===== src/hw/rtl/spe_pkg.sv =====
// ----------------------------------------------------------------------------
// spe_pkg
// Shared constants and interface types of the sparse polynomial evaluator.
// ----------------------------------------------------------------------------
package spe_pkg;

	localparam int COEF_W      = 16;
	localparam int POINT_W     = 16;
	localparam int FRAC_BITS   = 12;
	localparam int MUL_CHUNK   = 16;
	localparam int QUEUE_DEPTH = 2;
	localparam int QPTR_W      = (QUEUE_DEPTH > 1) ? $clog2(QUEUE_DEPTH) : 1;
	localparam int QCNT_W      = $clog2(QUEUE_DEPTH + 1);

	typedef struct packed {
		logic start;
		logic frac_shift;
	} spe_mul_req_t;

	typedef struct packed {
		logic done;
		logic ovf;
	} spe_mul_rsp_t;

endpackage


===== src/hw/rtl/spe_front.sv =====
// ----------------------------------------------------------------------------
// spe_front
// Accepts terms, works out which squarings each term needs, and registers
// the decoded term for the queue.
// ----------------------------------------------------------------------------
module spe_front import spe_pkg::*; #(
	parameter int EXP_BITS = 4,
	parameter int ENTRY_W  = COEF_W + 2 * EXP_BITS + 1
) (
	input  logic                       clk,
	input  logic                       arst_n,
	input  logic                       in_valid,
	output logic                       in_ready,
	input  logic signed [COEF_W-1:0]   coefficient,
	input  logic        [EXP_BITS-1:0] exponent,
	input  logic                       last_term,
	output logic                       item_valid,
	input  logic                       item_ready,
	output logic        [ENTRY_W-1:0]  item_data
);

	logic [EXP_BITS-1:0] sq_mask;
	logic                valid_s1;
	logic [ENTRY_W-1:0]  data_s1;

	// The base is squared after bit i only while a higher exponent bit is set.
	always_comb begin
		for (int i = 0; i < EXP_BITS; i++) begin
			sq_mask[i] = |(exponent >> (i + 1));
		end
	end

	assign in_ready = !valid_s1 || item_ready;

	always_ff @(posedge clk or negedge arst_n) begin
		if (!arst_n) begin
			valid_s1 <= 1'b0;
		end else if (in_ready) begin
			valid_s1 <= in_valid;
		end
	end

	always_ff @(posedge clk) begin
		if (in_valid && in_ready) begin
			data_s1 <= {last_term, sq_mask, exponent, coefficient};
		end
	end

	assign item_valid = valid_s1;
	assign item_data  = data_s1;

endmodule


===== src/hw/rtl/spe_queue.sv =====
// ----------------------------------------------------------------------------
// spe_queue
// Short first-in first-out queue of decoded terms between front and back.
// ----------------------------------------------------------------------------
module spe_queue import spe_pkg::*; #(
	parameter int WIDTH = 25
) (
	input  logic             clk,
	input  logic             arst_n,
	input  logic             push_valid,
	output logic             push_ready,
	input  logic [WIDTH-1:0] push_data,
	output logic             pop_valid,
	input  logic             pop_ready,
	output logic [WIDTH-1:0] pop_data
);

	logic [WIDTH-1:0]  entry_q [QUEUE_DEPTH];
	logic [QPTR_W-1:0] wr_ptr_q;
	logic [QPTR_W-1:0] rd_ptr_q;
	logic [QCNT_W-1:0] count_q;
	logic              push;
	logic              pop;

	assign push_ready = count_q != QCNT_W'(QUEUE_DEPTH);
	assign pop_valid  = count_q != '0;
	assign push       = push_valid && push_ready;
	assign pop        = pop_valid && pop_ready;
	assign pop_data   = entry_q[rd_ptr_q];

	always_ff @(posedge clk or negedge arst_n) begin
		if (!arst_n) begin
			wr_ptr_q <= '0;
			rd_ptr_q <= '0;
			count_q  <= '0;
		end else begin
			if (push) begin
				wr_ptr_q <= (wr_ptr_q == QPTR_W'(QUEUE_DEPTH - 1)) ? '0 : wr_ptr_q + QPTR_W'(1);
			end
			if (pop) begin
				rd_ptr_q <= (rd_ptr_q == QPTR_W'(QUEUE_DEPTH - 1)) ? '0 : rd_ptr_q + QPTR_W'(1);
			end
			if (push && !pop) begin
				count_q <= count_q + QCNT_W'(1);
			end else if (pop && !push) begin
				count_q <= count_q - QCNT_W'(1);
			end
		end
	end

	always_ff @(posedge clk) begin
		if (push) begin
			entry_q[wr_ptr_q] <= push_data;
		end
	end

endmodule


===== src/hw/rtl/spe_mul.sv =====
// ----------------------------------------------------------------------------
// spe_mul
// Shared saturating signed multiplier. The magnitude product is built one 16-bit
// slice of the second operand per cycle, then optionally shifted right by the
// fraction width and clamped.
// ----------------------------------------------------------------------------
module spe_mul import spe_pkg::*; #(
	parameter int ACC_BITS = 48
) (
	input  logic                       clk,
	input  logic                       arst_n,
	input  spe_mul_req_t               req,
	input  logic signed [ACC_BITS-1:0] op_a,
	input  logic signed [ACC_BITS-1:0] op_b,
	output spe_mul_rsp_t               rsp,
	output logic signed [ACC_BITS-1:0] result
);

	localparam int W   = ACC_BITS;
	localparam int NCH = (ACC_BITS + MUL_CHUNK - 1) / MUL_CHUNK;
	localparam int BW  = NCH * MUL_CHUNK;
	localparam int PW  = W + BW;
	localparam int CW  = $clog2(NCH);

	typedef enum logic [2:0] {
		MS_IDLE = 3'b001,
		MS_BUSY = 3'b010,
		MS_FIN  = 3'b100
	} mul_state_t;

	mul_state_t             state_q;
	logic [CW-1:0]          cnt_q;
	logic                   neg_q;
	logic                   frac_q;
	logic [W-1:0]           ua_q;
	logic [BW-1:0]          ub_q;
	logic [PW-1:0]          prod_q;
	logic [W-1:0]           result_q;
	logic                   done_q;
	logic                   ovf_q;

	logic [W-1:0]           a_u;
	logic [W-1:0]           b_u;
	logic [W-1:0]           mag_a;
	logic [W-1:0]           mag_b;
	logic [W+MUL_CHUNK-1:0] partial;
	logic [PW-1:0]          shifted;
	logic [PW-1:0]          limit;
	logic                   sat;
	logic [W-1:0]           mag_res;
	logic [W-1:0]           res;

	assign a_u   = op_a;
	assign b_u   = op_b;
	assign mag_a = a_u[W-1] ? (~a_u + W'(1)) : a_u;
	assign mag_b = b_u[W-1] ? (~b_u + W'(1)) : b_u;

	// Most significant slice first, so the running product shifts left each step.
	assign partial = ua_q * ub_q[BW-1 -: MUL_CHUNK];

	assign shifted = frac_q ? (prod_q >> FRAC_BITS) : prod_q;
	assign limit   = PW'({1'b0, {(W-1){1'b1}}}) + PW'(neg_q);
	assign sat     = shifted > limit;
	assign mag_res = sat ? limit[W-1:0] : shifted[W-1:0];
	assign res     = neg_q ? (~mag_res + W'(1)) : mag_res;

	always_ff @(posedge clk or negedge arst_n) begin
		if (!arst_n) begin
			state_q <= MS_IDLE;
			cnt_q   <= '0;
			done_q  <= 1'b0;
		end else begin
			done_q <= 1'b0;
			unique case (state_q)
				MS_IDLE: begin
					if (req.start) begin
						cnt_q   <= CW'(NCH - 1);
						state_q <= MS_BUSY;
					end
				end
				MS_BUSY: begin
					if (cnt_q == '0) begin
						state_q <= MS_FIN;
					end else begin
						cnt_q <= cnt_q - CW'(1);
					end
				end
				MS_FIN: begin
					done_q  <= 1'b1;
					state_q <= MS_IDLE;
				end
				default: state_q <= MS_IDLE;
			endcase
		end
	end

	always_ff @(posedge clk) begin
		if (state_q == MS_IDLE && req.start) begin
			neg_q  <= a_u[W-1] ^ b_u[W-1];
			frac_q <= req.frac_shift;
			ua_q   <= mag_a;
			ub_q   <= BW'(mag_b);
			prod_q <= '0;
		end
		if (state_q == MS_BUSY) begin
			prod_q <= (prod_q << MUL_CHUNK) + PW'(partial);
			ub_q   <= ub_q << MUL_CHUNK;
		end
		if (state_q == MS_FIN) begin
			result_q <= res;
			ovf_q    <= sat;
		end
	end

	assign rsp.done = done_q;
	assign rsp.ovf  = done_q && ovf_q;
	assign result   = result_q;

endmodule


===== src/hw/rtl/spe_back.sv =====
// ----------------------------------------------------------------------------
// spe_back
// Term sequencer: square-and-multiply over the exponent bits on the shared
// multiplier, coefficient scaling, saturating accumulation and the result
// register.
// ----------------------------------------------------------------------------
module spe_back import spe_pkg::*; #(
	parameter int EXP_BITS = 4,
	parameter int ACC_BITS = 48,
	parameter int ENTRY_W  = COEF_W + 2 * EXP_BITS + 1
) (
	input  logic                       clk,
	input  logic                       arst_n,
	input  logic                       q_valid,
	output logic                       q_ready,
	input  logic        [ENTRY_W-1:0]  q_data,
	input  logic signed [POINT_W-1:0]  eval_point,
	output spe_mul_req_t               mul_req,
	output logic signed [ACC_BITS-1:0] mul_op_a,
	output logic signed [ACC_BITS-1:0] mul_op_b,
	input  spe_mul_rsp_t               mul_rsp,
	input  logic signed [ACC_BITS-1:0] mul_result,
	output logic                       out_valid,
	input  logic                       out_ready,
	output logic signed [ACC_BITS-1:0] poly_value,
	output logic                       overflowed
);

	localparam int W  = ACC_BITS;
	localparam int IW = (EXP_BITS > 1) ? $clog2(EXP_BITS) : 1;
	localparam logic [W-1:0] POWER_ONE = {{(W-FRAC_BITS-1){1'b0}}, 1'b1, {FRAC_BITS{1'b0}}};
	localparam logic [W-1:0] SUM_MAX   = {1'b0, {(W-1){1'b1}}};
	localparam logic [W-1:0] SUM_MIN   = {1'b1, {(W-1){1'b0}}};

	typedef enum logic [5:0] {
		ST_IDLE  = 6'b000001,
		ST_STEP  = 6'b000010,
		ST_PWAIT = 6'b000100,
		ST_SWAIT = 6'b001000,
		ST_CWAIT = 6'b010000,
		ST_ACC   = 6'b100000
	} back_state_t;

	back_state_t         state_q;
	back_state_t         state_d;
	logic [IW-1:0]       idx_q;
	logic [IW-1:0]       idx_d;
	logic [COEF_W-1:0]   coef_q;
	logic [EXP_BITS-1:0] exp_q;
	logic [EXP_BITS-1:0] sq_q;
	logic                last_q;
	logic [W-1:0]        power_q;
	logic [W-1:0]        base_q;
	logic [W-1:0]        term_q;
	logic [W-1:0]        sum_q;
	logic                ovf_q;
	logic                out_valid_q;
	logic [W-1:0]        poly_value_q;
	logic                overflowed_q;

	logic                pop;
	logic                advance;
	logic                bit_e;
	logic                bit_s;
	logic                last_bit;
	logic [W-1:0]        power_now;
	logic [W-1:0]        coef_ext;
	logic [W:0]          sum_ext;
	logic                add_ovf;
	logic [W-1:0]        sum_new;
	logic                out_free;
	logic                commit;

	assign q_ready   = state_q == ST_IDLE;
	assign pop       = q_valid && q_ready;
	assign bit_e     = exp_q[idx_q];
	assign bit_s     = sq_q[idx_q];
	assign last_bit  = idx_q == IW'(EXP_BITS - 1);
	assign coef_ext  = {{(W-COEF_W){coef_q[COEF_W-1]}}, coef_q};
	// A power that lands in this very cycle feeds the coefficient multiply directly.
	assign power_now = (state_q == ST_PWAIT) ? mul_result : power_q;

	assign sum_ext  = {sum_q[W-1], sum_q} + {term_q[W-1], term_q};
	assign add_ovf  = sum_ext[W] != sum_ext[W-1];
	assign sum_new  = add_ovf ? (sum_ext[W] ? SUM_MIN : SUM_MAX) : sum_ext[W-1:0];
	assign out_free = !out_valid_q || out_ready;
	assign commit   = (state_q == ST_ACC) && (!last_q || out_free);

	always_comb begin
		state_d  = state_q;
		idx_d    = idx_q;
		mul_req  = '0;
		mul_op_a = power_q;
		mul_op_b = base_q;
		advance  = 1'b0;
		unique case (state_q)
			ST_IDLE: begin
				if (q_valid) begin
					idx_d   = '0;
					state_d = ST_STEP;
				end
			end
			ST_STEP: begin
				if (bit_e) begin
					mul_req.start      = 1'b1;
					mul_req.frac_shift = 1'b1;
					state_d            = ST_PWAIT;
				end else if (bit_s) begin
					mul_req.start      = 1'b1;
					mul_req.frac_shift = 1'b1;
					mul_op_a           = base_q;
					state_d            = ST_SWAIT;
				end else begin
					advance = 1'b1;
				end
			end
			ST_PWAIT: begin
				if (mul_rsp.done) begin
					if (bit_s) begin
						mul_req.start      = 1'b1;
						mul_req.frac_shift = 1'b1;
						mul_op_a           = base_q;
						state_d            = ST_SWAIT;
					end else begin
						advance = 1'b1;
					end
				end
			end
			ST_SWAIT: begin
				if (mul_rsp.done) begin
					advance = 1'b1;
				end
			end
			ST_CWAIT: begin
				if (mul_rsp.done) begin
					state_d = ST_ACC;
				end
			end
			ST_ACC: begin
				if (commit) begin
					state_d = ST_IDLE;
				end
			end
			default: state_d = ST_IDLE;
		endcase
		if (advance) begin
			if (last_bit) begin
				mul_req.start      = 1'b1;
				mul_req.frac_shift = 1'b0;
				mul_op_a           = coef_ext;
				mul_op_b           = power_now;
				state_d            = ST_CWAIT;
			end else begin
				idx_d   = idx_q + IW'(1);
				state_d = ST_STEP;
			end
		end
	end

	always_ff @(posedge clk or negedge arst_n) begin
		if (!arst_n) begin
			state_q     <= ST_IDLE;
			idx_q       <= '0;
			sum_q       <= '0;
			ovf_q       <= 1'b0;
			out_valid_q <= 1'b0;
		end else begin
			state_q <= state_d;
			idx_q   <= idx_d;
			if (commit && last_q) begin
				out_valid_q <= 1'b1;
			end else if (out_ready) begin
				out_valid_q <= 1'b0;
			end
			if (commit) begin
				if (last_q) begin
					sum_q <= '0;
					ovf_q <= 1'b0;
				end else begin
					sum_q <= sum_new;
					ovf_q <= ovf_q | add_ovf;
				end
			end else if (mul_rsp.done) begin
				ovf_q <= ovf_q | mul_rsp.ovf;
			end
		end
	end

	always_ff @(posedge clk) begin
		if (pop) begin
			coef_q  <= q_data[COEF_W-1:0];
			exp_q   <= q_data[COEF_W +: EXP_BITS];
			sq_q    <= q_data[COEF_W+EXP_BITS +: EXP_BITS];
			last_q  <= q_data[ENTRY_W-1];
			power_q <= POWER_ONE;
			base_q  <= {{(W-POINT_W){eval_point[POINT_W-1]}}, eval_point};
		end
		if (mul_rsp.done) begin
			if (state_q == ST_PWAIT) begin
				power_q <= mul_result;
			end
			if (state_q == ST_SWAIT) begin
				base_q <= mul_result;
			end
			if (state_q == ST_CWAIT) begin
				term_q <= mul_result;
			end
		end
		if (commit && last_q) begin
			poly_value_q <= sum_new;
			overflowed_q <= ovf_q | add_ovf;
		end
	end

	assign out_valid  = out_valid_q;
	assign poly_value = poly_value_q;
	assign overflowed = overflowed_q;

endmodule


===== src/hw/rtl/sparse_polynomial_evaluator_core.sv =====
// ----------------------------------------------------------------------------
// sparse_polynomial_evaluator_core
// Each term runs its power and squaring multiplies (at most 2*EXP_BITS-1) and then
// its coefficient multiply one after another on the shared multiplier.
// The multiplier sets the rate; a two-entry queue lets terms arrive meanwhile.
// Reset clears the sum, the overflow flag, the point register and all handshakes.
// ----------------------------------------------------------------------------
module sparse_polynomial_evaluator_core import spe_pkg::*; #(
	parameter int EXP_BITS = 4,
	parameter int ACC_BITS = 48
) (
	input  logic                       clk,
	input  logic                       arst_n,
	input  logic                       cfg_valid,
	output logic                       cfg_ready,
	input  logic signed [POINT_W-1:0]  eval_point,
	input  logic                       in_valid,
	output logic                       in_ready,
	input  logic signed [COEF_W-1:0]   coefficient,
	input  logic        [EXP_BITS-1:0] exponent,
	input  logic                       last_term,
	output logic                       out_valid,
	input  logic                       out_ready,
	output logic signed [ACC_BITS-1:0] poly_value,
	output logic                       overflowed
);

	localparam int ENTRY_W = COEF_W + 2 * EXP_BITS + 1;

	logic signed [POINT_W-1:0]  eval_point_q;
	logic                       item_valid;
	logic                       item_ready;
	logic        [ENTRY_W-1:0]  item_data;
	logic                       q_valid;
	logic                       q_ready;
	logic        [ENTRY_W-1:0]  q_data;
	spe_mul_req_t               mul_req;
	spe_mul_rsp_t               mul_rsp;
	logic signed [ACC_BITS-1:0] mul_op_a;
	logic signed [ACC_BITS-1:0] mul_op_b;
	logic signed [ACC_BITS-1:0] mul_result;

	assign cfg_ready = 1'b1;

	always_ff @(posedge clk or negedge arst_n) begin
		if (!arst_n) begin
			eval_point_q <= '0;
		end else if (cfg_valid && cfg_ready) begin
			eval_point_q <= eval_point;
		end
	end

	spe_front #(
		.EXP_BITS (EXP_BITS),
		.ENTRY_W  (ENTRY_W)
	) u_front (
		.clk         (clk),
		.arst_n      (arst_n),
		.in_valid    (in_valid),
		.in_ready    (in_ready),
		.coefficient (coefficient),
		.exponent    (exponent),
		.last_term   (last_term),
		.item_valid  (item_valid),
		.item_ready  (item_ready),
		.item_data   (item_data)
	);

	spe_queue #(
		.WIDTH (ENTRY_W)
	) u_queue (
		.clk        (clk),
		.arst_n     (arst_n),
		.push_valid (item_valid),
		.push_ready (item_ready),
		.push_data  (item_data),
		.pop_valid  (q_valid),
		.pop_ready  (q_ready),
		.pop_data   (q_data)
	);

	spe_mul #(
		.ACC_BITS (ACC_BITS)
	) u_mul (
		.clk    (clk),
		.arst_n (arst_n),
		.req    (mul_req),
		.op_a   (mul_op_a),
		.op_b   (mul_op_b),
		.rsp    (mul_rsp),
		.result (mul_result)
	);

	spe_back #(
		.EXP_BITS (EXP_BITS),
		.ACC_BITS (ACC_BITS),
		.ENTRY_W  (ENTRY_W)
	) u_back (
		.clk        (clk),
		.arst_n     (arst_n),
		.q_valid    (q_valid),
		.q_ready    (q_ready),
		.q_data     (q_data),
		.eval_point (eval_point_q),
		.mul_req    (mul_req),
		.mul_op_a   (mul_op_a),
		.mul_op_b   (mul_op_b),
		.mul_rsp    (mul_rsp),
		.mul_result (mul_result),
		.out_valid  (out_valid),
		.out_ready  (out_ready),
		.poly_value (poly_value),
		.overflowed (overflowed)
	);

endmodule


===== config.mk =====
export PLATFORM = sky130hd
export DESIGN_NAME = sparse_polynomial_evaluator_core
export DESIGN_NICKNAME = d
export VERILOG_FILES = /design/src/hw/rtl/spe_pkg.sv /design/src/hw/rtl/spe_front.sv /design/src/hw/rtl/spe_queue.sv /design/src/hw/rtl/spe_mul.sv /design/src/hw/rtl/spe_back.sv /design/src/hw/rtl/sparse_polynomial_evaluator_core.sv
export SDC_FILE = /design/constraint.sdc
export NUM_CORES = 2
export LEC_CHECK = 0
export BUFFER_PORTS_ARGS = -buffer_cell sky130_fd_sc_hd__buf_4
export CAP_MARGIN = 20
export CORE_MARGIN = 2
export CORE_UTILIZATION = 57
export CTS_CLUSTER_SIZE = 20
export DETAILED_ROUTE_END_ITERATION = 10
export PLACE_DENSITY_LB_ADDON = 0.15
export SLEW_MARGIN = 10
export SYNTH_ARGS = -nofsm -noshare
export SYNTH_HDL_FRONTEND = slang
export SYNTH_HIERARCHICAL = 1
export SYNTH_SLANG_ARGS = --single-unit

===== constraint.sdc =====
create_clock -name clk -period 9.3 [get_ports clk]
set_input_delay 0.465 -clock clk [delete_from_list [all_inputs] [get_ports clk]]
set_output_delay 0.465 -clock clk [all_outputs]
set_load 0.02 [all_outputs]

== Yosys cells after proc, flatten, opt, wreduce, memory -nomap -nowiden ==
Memories as Yosys holds them, arrays and structs flattened. A register that Yosys moved wholly into a read port is not among the register bits.
Index checks and enable logic that the tools add are counted.
Cells by class
  $add $sub $neg: 12
  multipliers: 1
  order comparisons: 2
  eq/ne operators: 20
  mux-type cells: 73
  bitwise operators: 6
  reductions and logical operators: 30
Operator list (number)
  two-way mux 48 bit: 22
  two-way mux 96 bit: 3
  adder 48 x 1 -> 48 bit, second input constant: 3
  inverter 48 bit: 3
  adder 96 x 64 -> 96 bit: 1
  greater-than comparator 96 bit: 1
  case mux 48 bit (2 select lines): 1
  multiplier 48 x 16 -> 64 bit: 1
  adder 48 x 48 -> 49 bit: 1
  adder 47 x 1 -> 48 bit, first input constant: 1
  two-way mux 47 bit: 1
  two-way mux 6 bit: 7
  case mux 6 bit (6 select lines): 1
  two-way mux 2 bit: 13
  two-way mux 1 bit: 16
  nonzero test 2 bit: 6
  logical AND 1 bit: 9
  != test 3 x 1 -> 1 bit, second input constant: 3
  case mux 2 bit (2 select lines): 2
  == test 6 x 1 -> 1 bit, second input constant: 1
  == test 6 x 2 -> 1 bit, second input constant: 1
  == test 6 x 3 -> 1 bit, second input constant: 1
  == test 6 x 4 -> 1 bit, second input constant: 1
  == test 6 x 5 -> 1 bit, second input constant: 1
  28 further kinds: 44
Storage, ports and cells
  register bits after elaboration: 549
  memory bits (writable): 48
  input port bits: 42
  output and inout bits: 52
  logic and storage cells: 174
  memories: 1
Memory list
  u_queue.entry_q: words 2, width 24, rd ports 1, clocked after Yosys merged registers in 1, write ports 1, line spe_queue.sv:18  | logic [WIDTH-1:0] entry_q [QUEUE_DEPTH];

== Logic depth before layout (Yosys ltp) ==
  depth after elaboration: 11
  mapped depth: 27
  mapped depth without buffers: 23

== Modules after synthesis ==
Netlist, hierarchy kept.
Modules (own cells, without submodules)
  spe_mul: instances 1, cells each 4583, area an instance 40873.0 um^2, sequential area each 7288.2 um^2
  spe_back: instances 1, cells each 1610, area an instance 14826.7 um^2, sequential area each 7038.0 um^2
  spe_queue: instances 1, cells each 96, area an instance 2099.5 um^2, sequential area each 1601.5 um^2
  spe_front: instances 1, cells each 32, area an instance 773.2 um^2, sequential area each 715.7 um^2
  sparse_polynomial_evaluator_core: instances 1, cells each 36, area an instance 660.6 um^2, sequential area each 400.4 um^2

== Worst setup path after synthesis ==
Ideal clock, no wire load.
  path kind: reg-to-reg
  from: reg u_mul.ub_q[41]
  to: reg u_mul.prod_q[70], data pin
  setup time: 147 ps
  data arrival time: 6840 ps
  required time: 9153 ps
  slack: 2313 ps
  stages on the path, launching flop included: 25
  path buffers: 4
  clock period less this slack: 6987 ps
  cells stage by stage: edfxtp_1 clkbuf_1 buf_1 nand2_1 fa_1 inv_1 fa_1 fa_1 fa_1 fa_1 inv_1 fa_1 inv_1 ha_1 a211oi_1 o21ai_0 a211oi_1 o221ai_1 o2111a_1 o211a_1 nor3_1 clkbuf_1 clkbuf_1 o21ai_0 a21oi_1
On the way
  longest elaborated chain between the ends: 3
RTL lines
  start, declared: line spe_mul.sv:36  | logic [BW-1:0] ub_q;
  start signal, assigned: line spe_mul.sv:102  | ub_q <= BW'(mag_b);
  start signal, assigned: line spe_mul.sv:107  | ub_q <= ub_q << MUL_CHUNK;
  multiplier 48 x 16 -> 64 bit: line spe_mul.sv:59  | assign partial = ua_q * ub_q[BW-1 -: MUL_CHUNK];
  adder 96 x 64 -> 96 bit: line spe_mul.sv:106  | prod_q <= (prod_q << MUL_CHUNK) + PW'(partial);
  two-way mux 96 bit: line spe_mul.sv:105  | if (state_q == MS_BUSY) begin
  end signal, assigned: line spe_mul.sv:106
  end, declared: line spe_mul.sv:37  | logic [PW-1:0] prod_q;
No other way between the ends.
A chain may end at the register's enable or synchronous reset.

== Final worst setup path ==
  from: reg u_mul.ub_q[35]
  to: reg u_mul.prod_q[93], data pin
Same word-level chain as after synthesis.

==> impl_metrics.py <==
metrics = {
    "synth": {
        "yosysMostFrequentCell": "nand2_1",
        "synthDistinctLibCells": 108,
        "synth_area_leaders": "fa_1 23%, edfxtp_1 21%, nand2_1 6.6%",
        "synth.top_cell.area_share_pct": 23.4,
        "ys_async_sr_fraction_pct": 13.7,
        "synth_nets": 7344,
        "synth_commonest_cells": "1,049 x nand2_1, 963 x inv_1, 691 x fa_1",
        "syn_inst": 6357,
        "seq_area_frac_synth_pct": 28.8,
        "yosys_most_used_dff": "edfxtp_1",
        "synth_top_cell_by_area": "fa_1",
        "avgSynthCellArea_um2": 9.32,
        "syn_area_um2": 59200,
        "ys_warn_count": 6,
        "synth_edf_count": 422,
        "ys_ff_latch": 619,
    },
    "hold_path": {
        "hold_class": "input pin to flip-flop",
        "hold_start": "eval_point[13]",
        "hold_end": "eval_point_q[13]",
        "min_delay_path_depth": 2,
    },
    "detailed_routing": {
        "drt_iter0_drc": 4618,
        "vias_per_cell": 5.96,
        "drt-pass1-iter-count": 9,
        "wirelength_mm": 179,
        "num_vias": 46000,
        "wl_per_cell_um": 23.2,
        "route.detailed.drc": 0,
        "ant_nets": 0,
    },
    "global_routing": {
        "overflow": 0,
        "antenna_found_initial": 2,
        "grt_usage_pct": 33.7,
        "grt_max_degree": 98,
        "grt_pass1_vias": 45700,
        "grt_pass1_wl_mm": 274,
    },
    "die": {
        "core-area_um2": 103000,
        "initial_core_util_pct": 57.3,
        "ios": 94,
        "die_area_um2": 107000,
        "rows": 118,
        "die_w_um": 326,
        "die_y_um": 326,
    },
    "sta": {
        "tightest_slew_ns": 1.15,
        "relSlewSlack_pct": 22.7,
        "drv_slew": 0,
        "finalSetupTns_ns": 0,
        "rsz0062_at_grt": "no",
        "holdWs_ns": 0.0289,
        "period_minus_slack_ns": 8.66,
        "finClkSkew_ns": 0.0705,
        "report.final.hold_viol_count": 0,
        "max_freq_mhz": 115,
        "setup_viol": 0,
        "period_share_pct": 93.1,
    },
    "worst_setup_path": {
        "rr_startpoint": "u_mul/ub_q[35]",
        "arrival_ns": 9.08,
        "path_buf_inv": 7,
        "cp_max_fo": 24,
        "r2r_setup_slack_ns": 0.64,
        "critical_path_class": "flip-flop to flip-flop",
        "crit_family": "adder cells",
        "cp_common_cell": "fa_1",
        "reg2reg_to": "u_mul/prod_q[93]",
        "crit_path_end_kind": "flip-flop",
        "critPathSlowestCell": "edfxtp_1",
        "cp_slowest_stage_delay_ns": 1.07,
        "path_cells": "buf_4 -> nand2_1 -> fa_1 -> inv_1 -> fa_1 -> inv_1 -> fa_1 -> inv_1 -> fa_1 -> fa_1 -> inv_1 -> fa_1 -> inv_1 -> ha_1 -> nand4_1 -> nor2_1 -> nand2_1 -> nor4bb_1 -> o21ai_0 -> a21o_1 -> buf_4 -> a2111oi_0 -> mux2i_1",
        "worstPathRequired_ns": 9.72,
        "worstSetupStartpointType": "flip-flop",
        "worstRegToRegCells": 23,
    },
    "clocking": {
        "cts_buffers": 72,
        "cts_tree": "yes",
        "h-tree-depth": 3,
        "clkSinkCount": 619,
        "clk_pin_slew_ns": 0.06,
        "cts_setup_buffers": 0,
        "cts_root_buf": "clkbuf_16",
        "max-clock-path-buffers": 3,
        "insertion_delay_ns": 0.69,
    },
    "job": {
        "maxCapViolCount": 0,
    },
    "cells_and_area": {
        "area_growth_pct": 7.78,
        "nNetsFinal": 7273,
        "final_layout_size_suffix_gt1_share_pct": 7.04,
        "finalNonFillerCells": 7728,
        "design_area_um2": 63800,
    },
    "placed_design": {
        "dpl.hpwl_mm": 134,
        "gp_congestion": 0.964,
        "io_buffers": 92,
        "dp.cells": 7557,
        "dpl_cell_area_um2": 60800,
    },
    "outcome": {
        "outcome": "completed",
    },
}
[layout by cell type (no fill, tap or decap), types with 29 or more instances in the layout]
cell type	instances
a211oi_1	34
a21o_1	81
a21oi_1	291
a31oi_1	84
and2_1	271
buf_4	170
clkbuf_16	74
dfrtp_1	83
dfxtp_1	112
dlygate4sd3_1	33
edfxtp_1	422
fa_1	691
ha_1	254
inv_1	960
maj3_1	32
mux2_4	29
mux2i_1	99
nand2_1	1047
nand3_1	42
nand4_1	48
nor2_1	261
nor3_1	49
nor4_1	32
o21ai_0	324
o31ai_1	42
or3_1	38
xnor2_1	114
xor2_1	94
[layout make-up]
class | count | area [um^2]
Antenna cell | 2 | 5.00
Clock buffer | 93 | 1980
Clock inverter | 41 | 659
Fill cell | 8720 | 39500
Inverter | 965 | 3630
Multi-Input combinational cell | 4422 | 37200
Sequential cell | 619 | 17000
Tap cell | 1380 | 1730
Timing Repair Buffer | 206 | 1640
[through the flow]
stage               utilization, %  setup WS (ns)
floorplan                        -           2.31
global placement              58.9          0.875
detailed placement            58.9          0.856
CTS                           61.7          0.831
global route                  61.8          0.348
finish                        61.8          0.638
[routing by layer]
metal  up-vias  track usage [%]  share of wire, %
met5         -                0                 0
met4         0             17.2               5.8
met3       485             6.09               8.8
met2      2202             52.4                45
met1     22700             45.5                40
li1      20600                -                 -
[kinds of logic after synthesis]
logic type	Yosys count	share of synthesized area (%)
multiplexers	155	2.96
XOR/XNOR	208	3.08
AND/OR/NAND/NOR	1977	15.6
adder cells (fa/ha/maj)	977	29.3
AO/OA/AOI/OAI	1103	11.6
flip-flops	619	28.8
buffers and inverters	1316	8.69
other	2	0.0127
[worst register-to-register path: cells and delay by family (launching register included)]
| kind | cells | cell delay [ns] |
|---|---|---|
| simple gates | 5 | 1.39 |
| mux | 1 | 0.15 |
| buf+inv | 7 | 0.94 |
| fa+ha+maj | 7 | 3.61 |
| compound gates | 3 | 1.26 |
| flops | 1 | 1.07 |
[state kept, by name, indices dropped and copies added, names as in the netlist, 3 cells and up]
name and count:
eval_point_q 16, u_back/base_q 48, u_back/coef_q 16, u_back/exp_q 4, u_back/poly_value 48, u_back/power_q 48, u_back/sq_q 4, u_back/state_q 6
u_back/sum_q 48, u_back/term_q 48, u_front/item_data 23, u_mul/prod_q 96, u_mul/result 48, u_mul/state_q 3, u_mul/ua_q 48, u_mul/ub_q 48
u_queue/entry_q 50
[worst max path at each step]
stage	start	end	slack, ns	cells after the start
floorplan	u_mul/ub_q[41]	u_mul/prod_q[70]	2.31	24
global placement	u_mul/ub_q[41]	u_mul/prod_q[93]	0.88	22
detailed placement	u_mul/ub_q[33]	u_mul/prod_q[93]	0.86	23
CTS	u_mul/ub_q[41]	u_mul/prod_q[93]	0.83	22
global route	u_mul/ub_q[35]	u_mul/prod_q[93]	0.35	24
finish	u_mul/ub_q[35]	u_mul/prod_q[93]	0.64	23
[what timing repair did]
item	CTS	global route
hold buffers	33	0
hold endpoints to repair	59	0
resized for setup	0	0
Power is not shown: default switching activity piles up to over one toggle a cycle in this logic, so the estimate is an artifact.
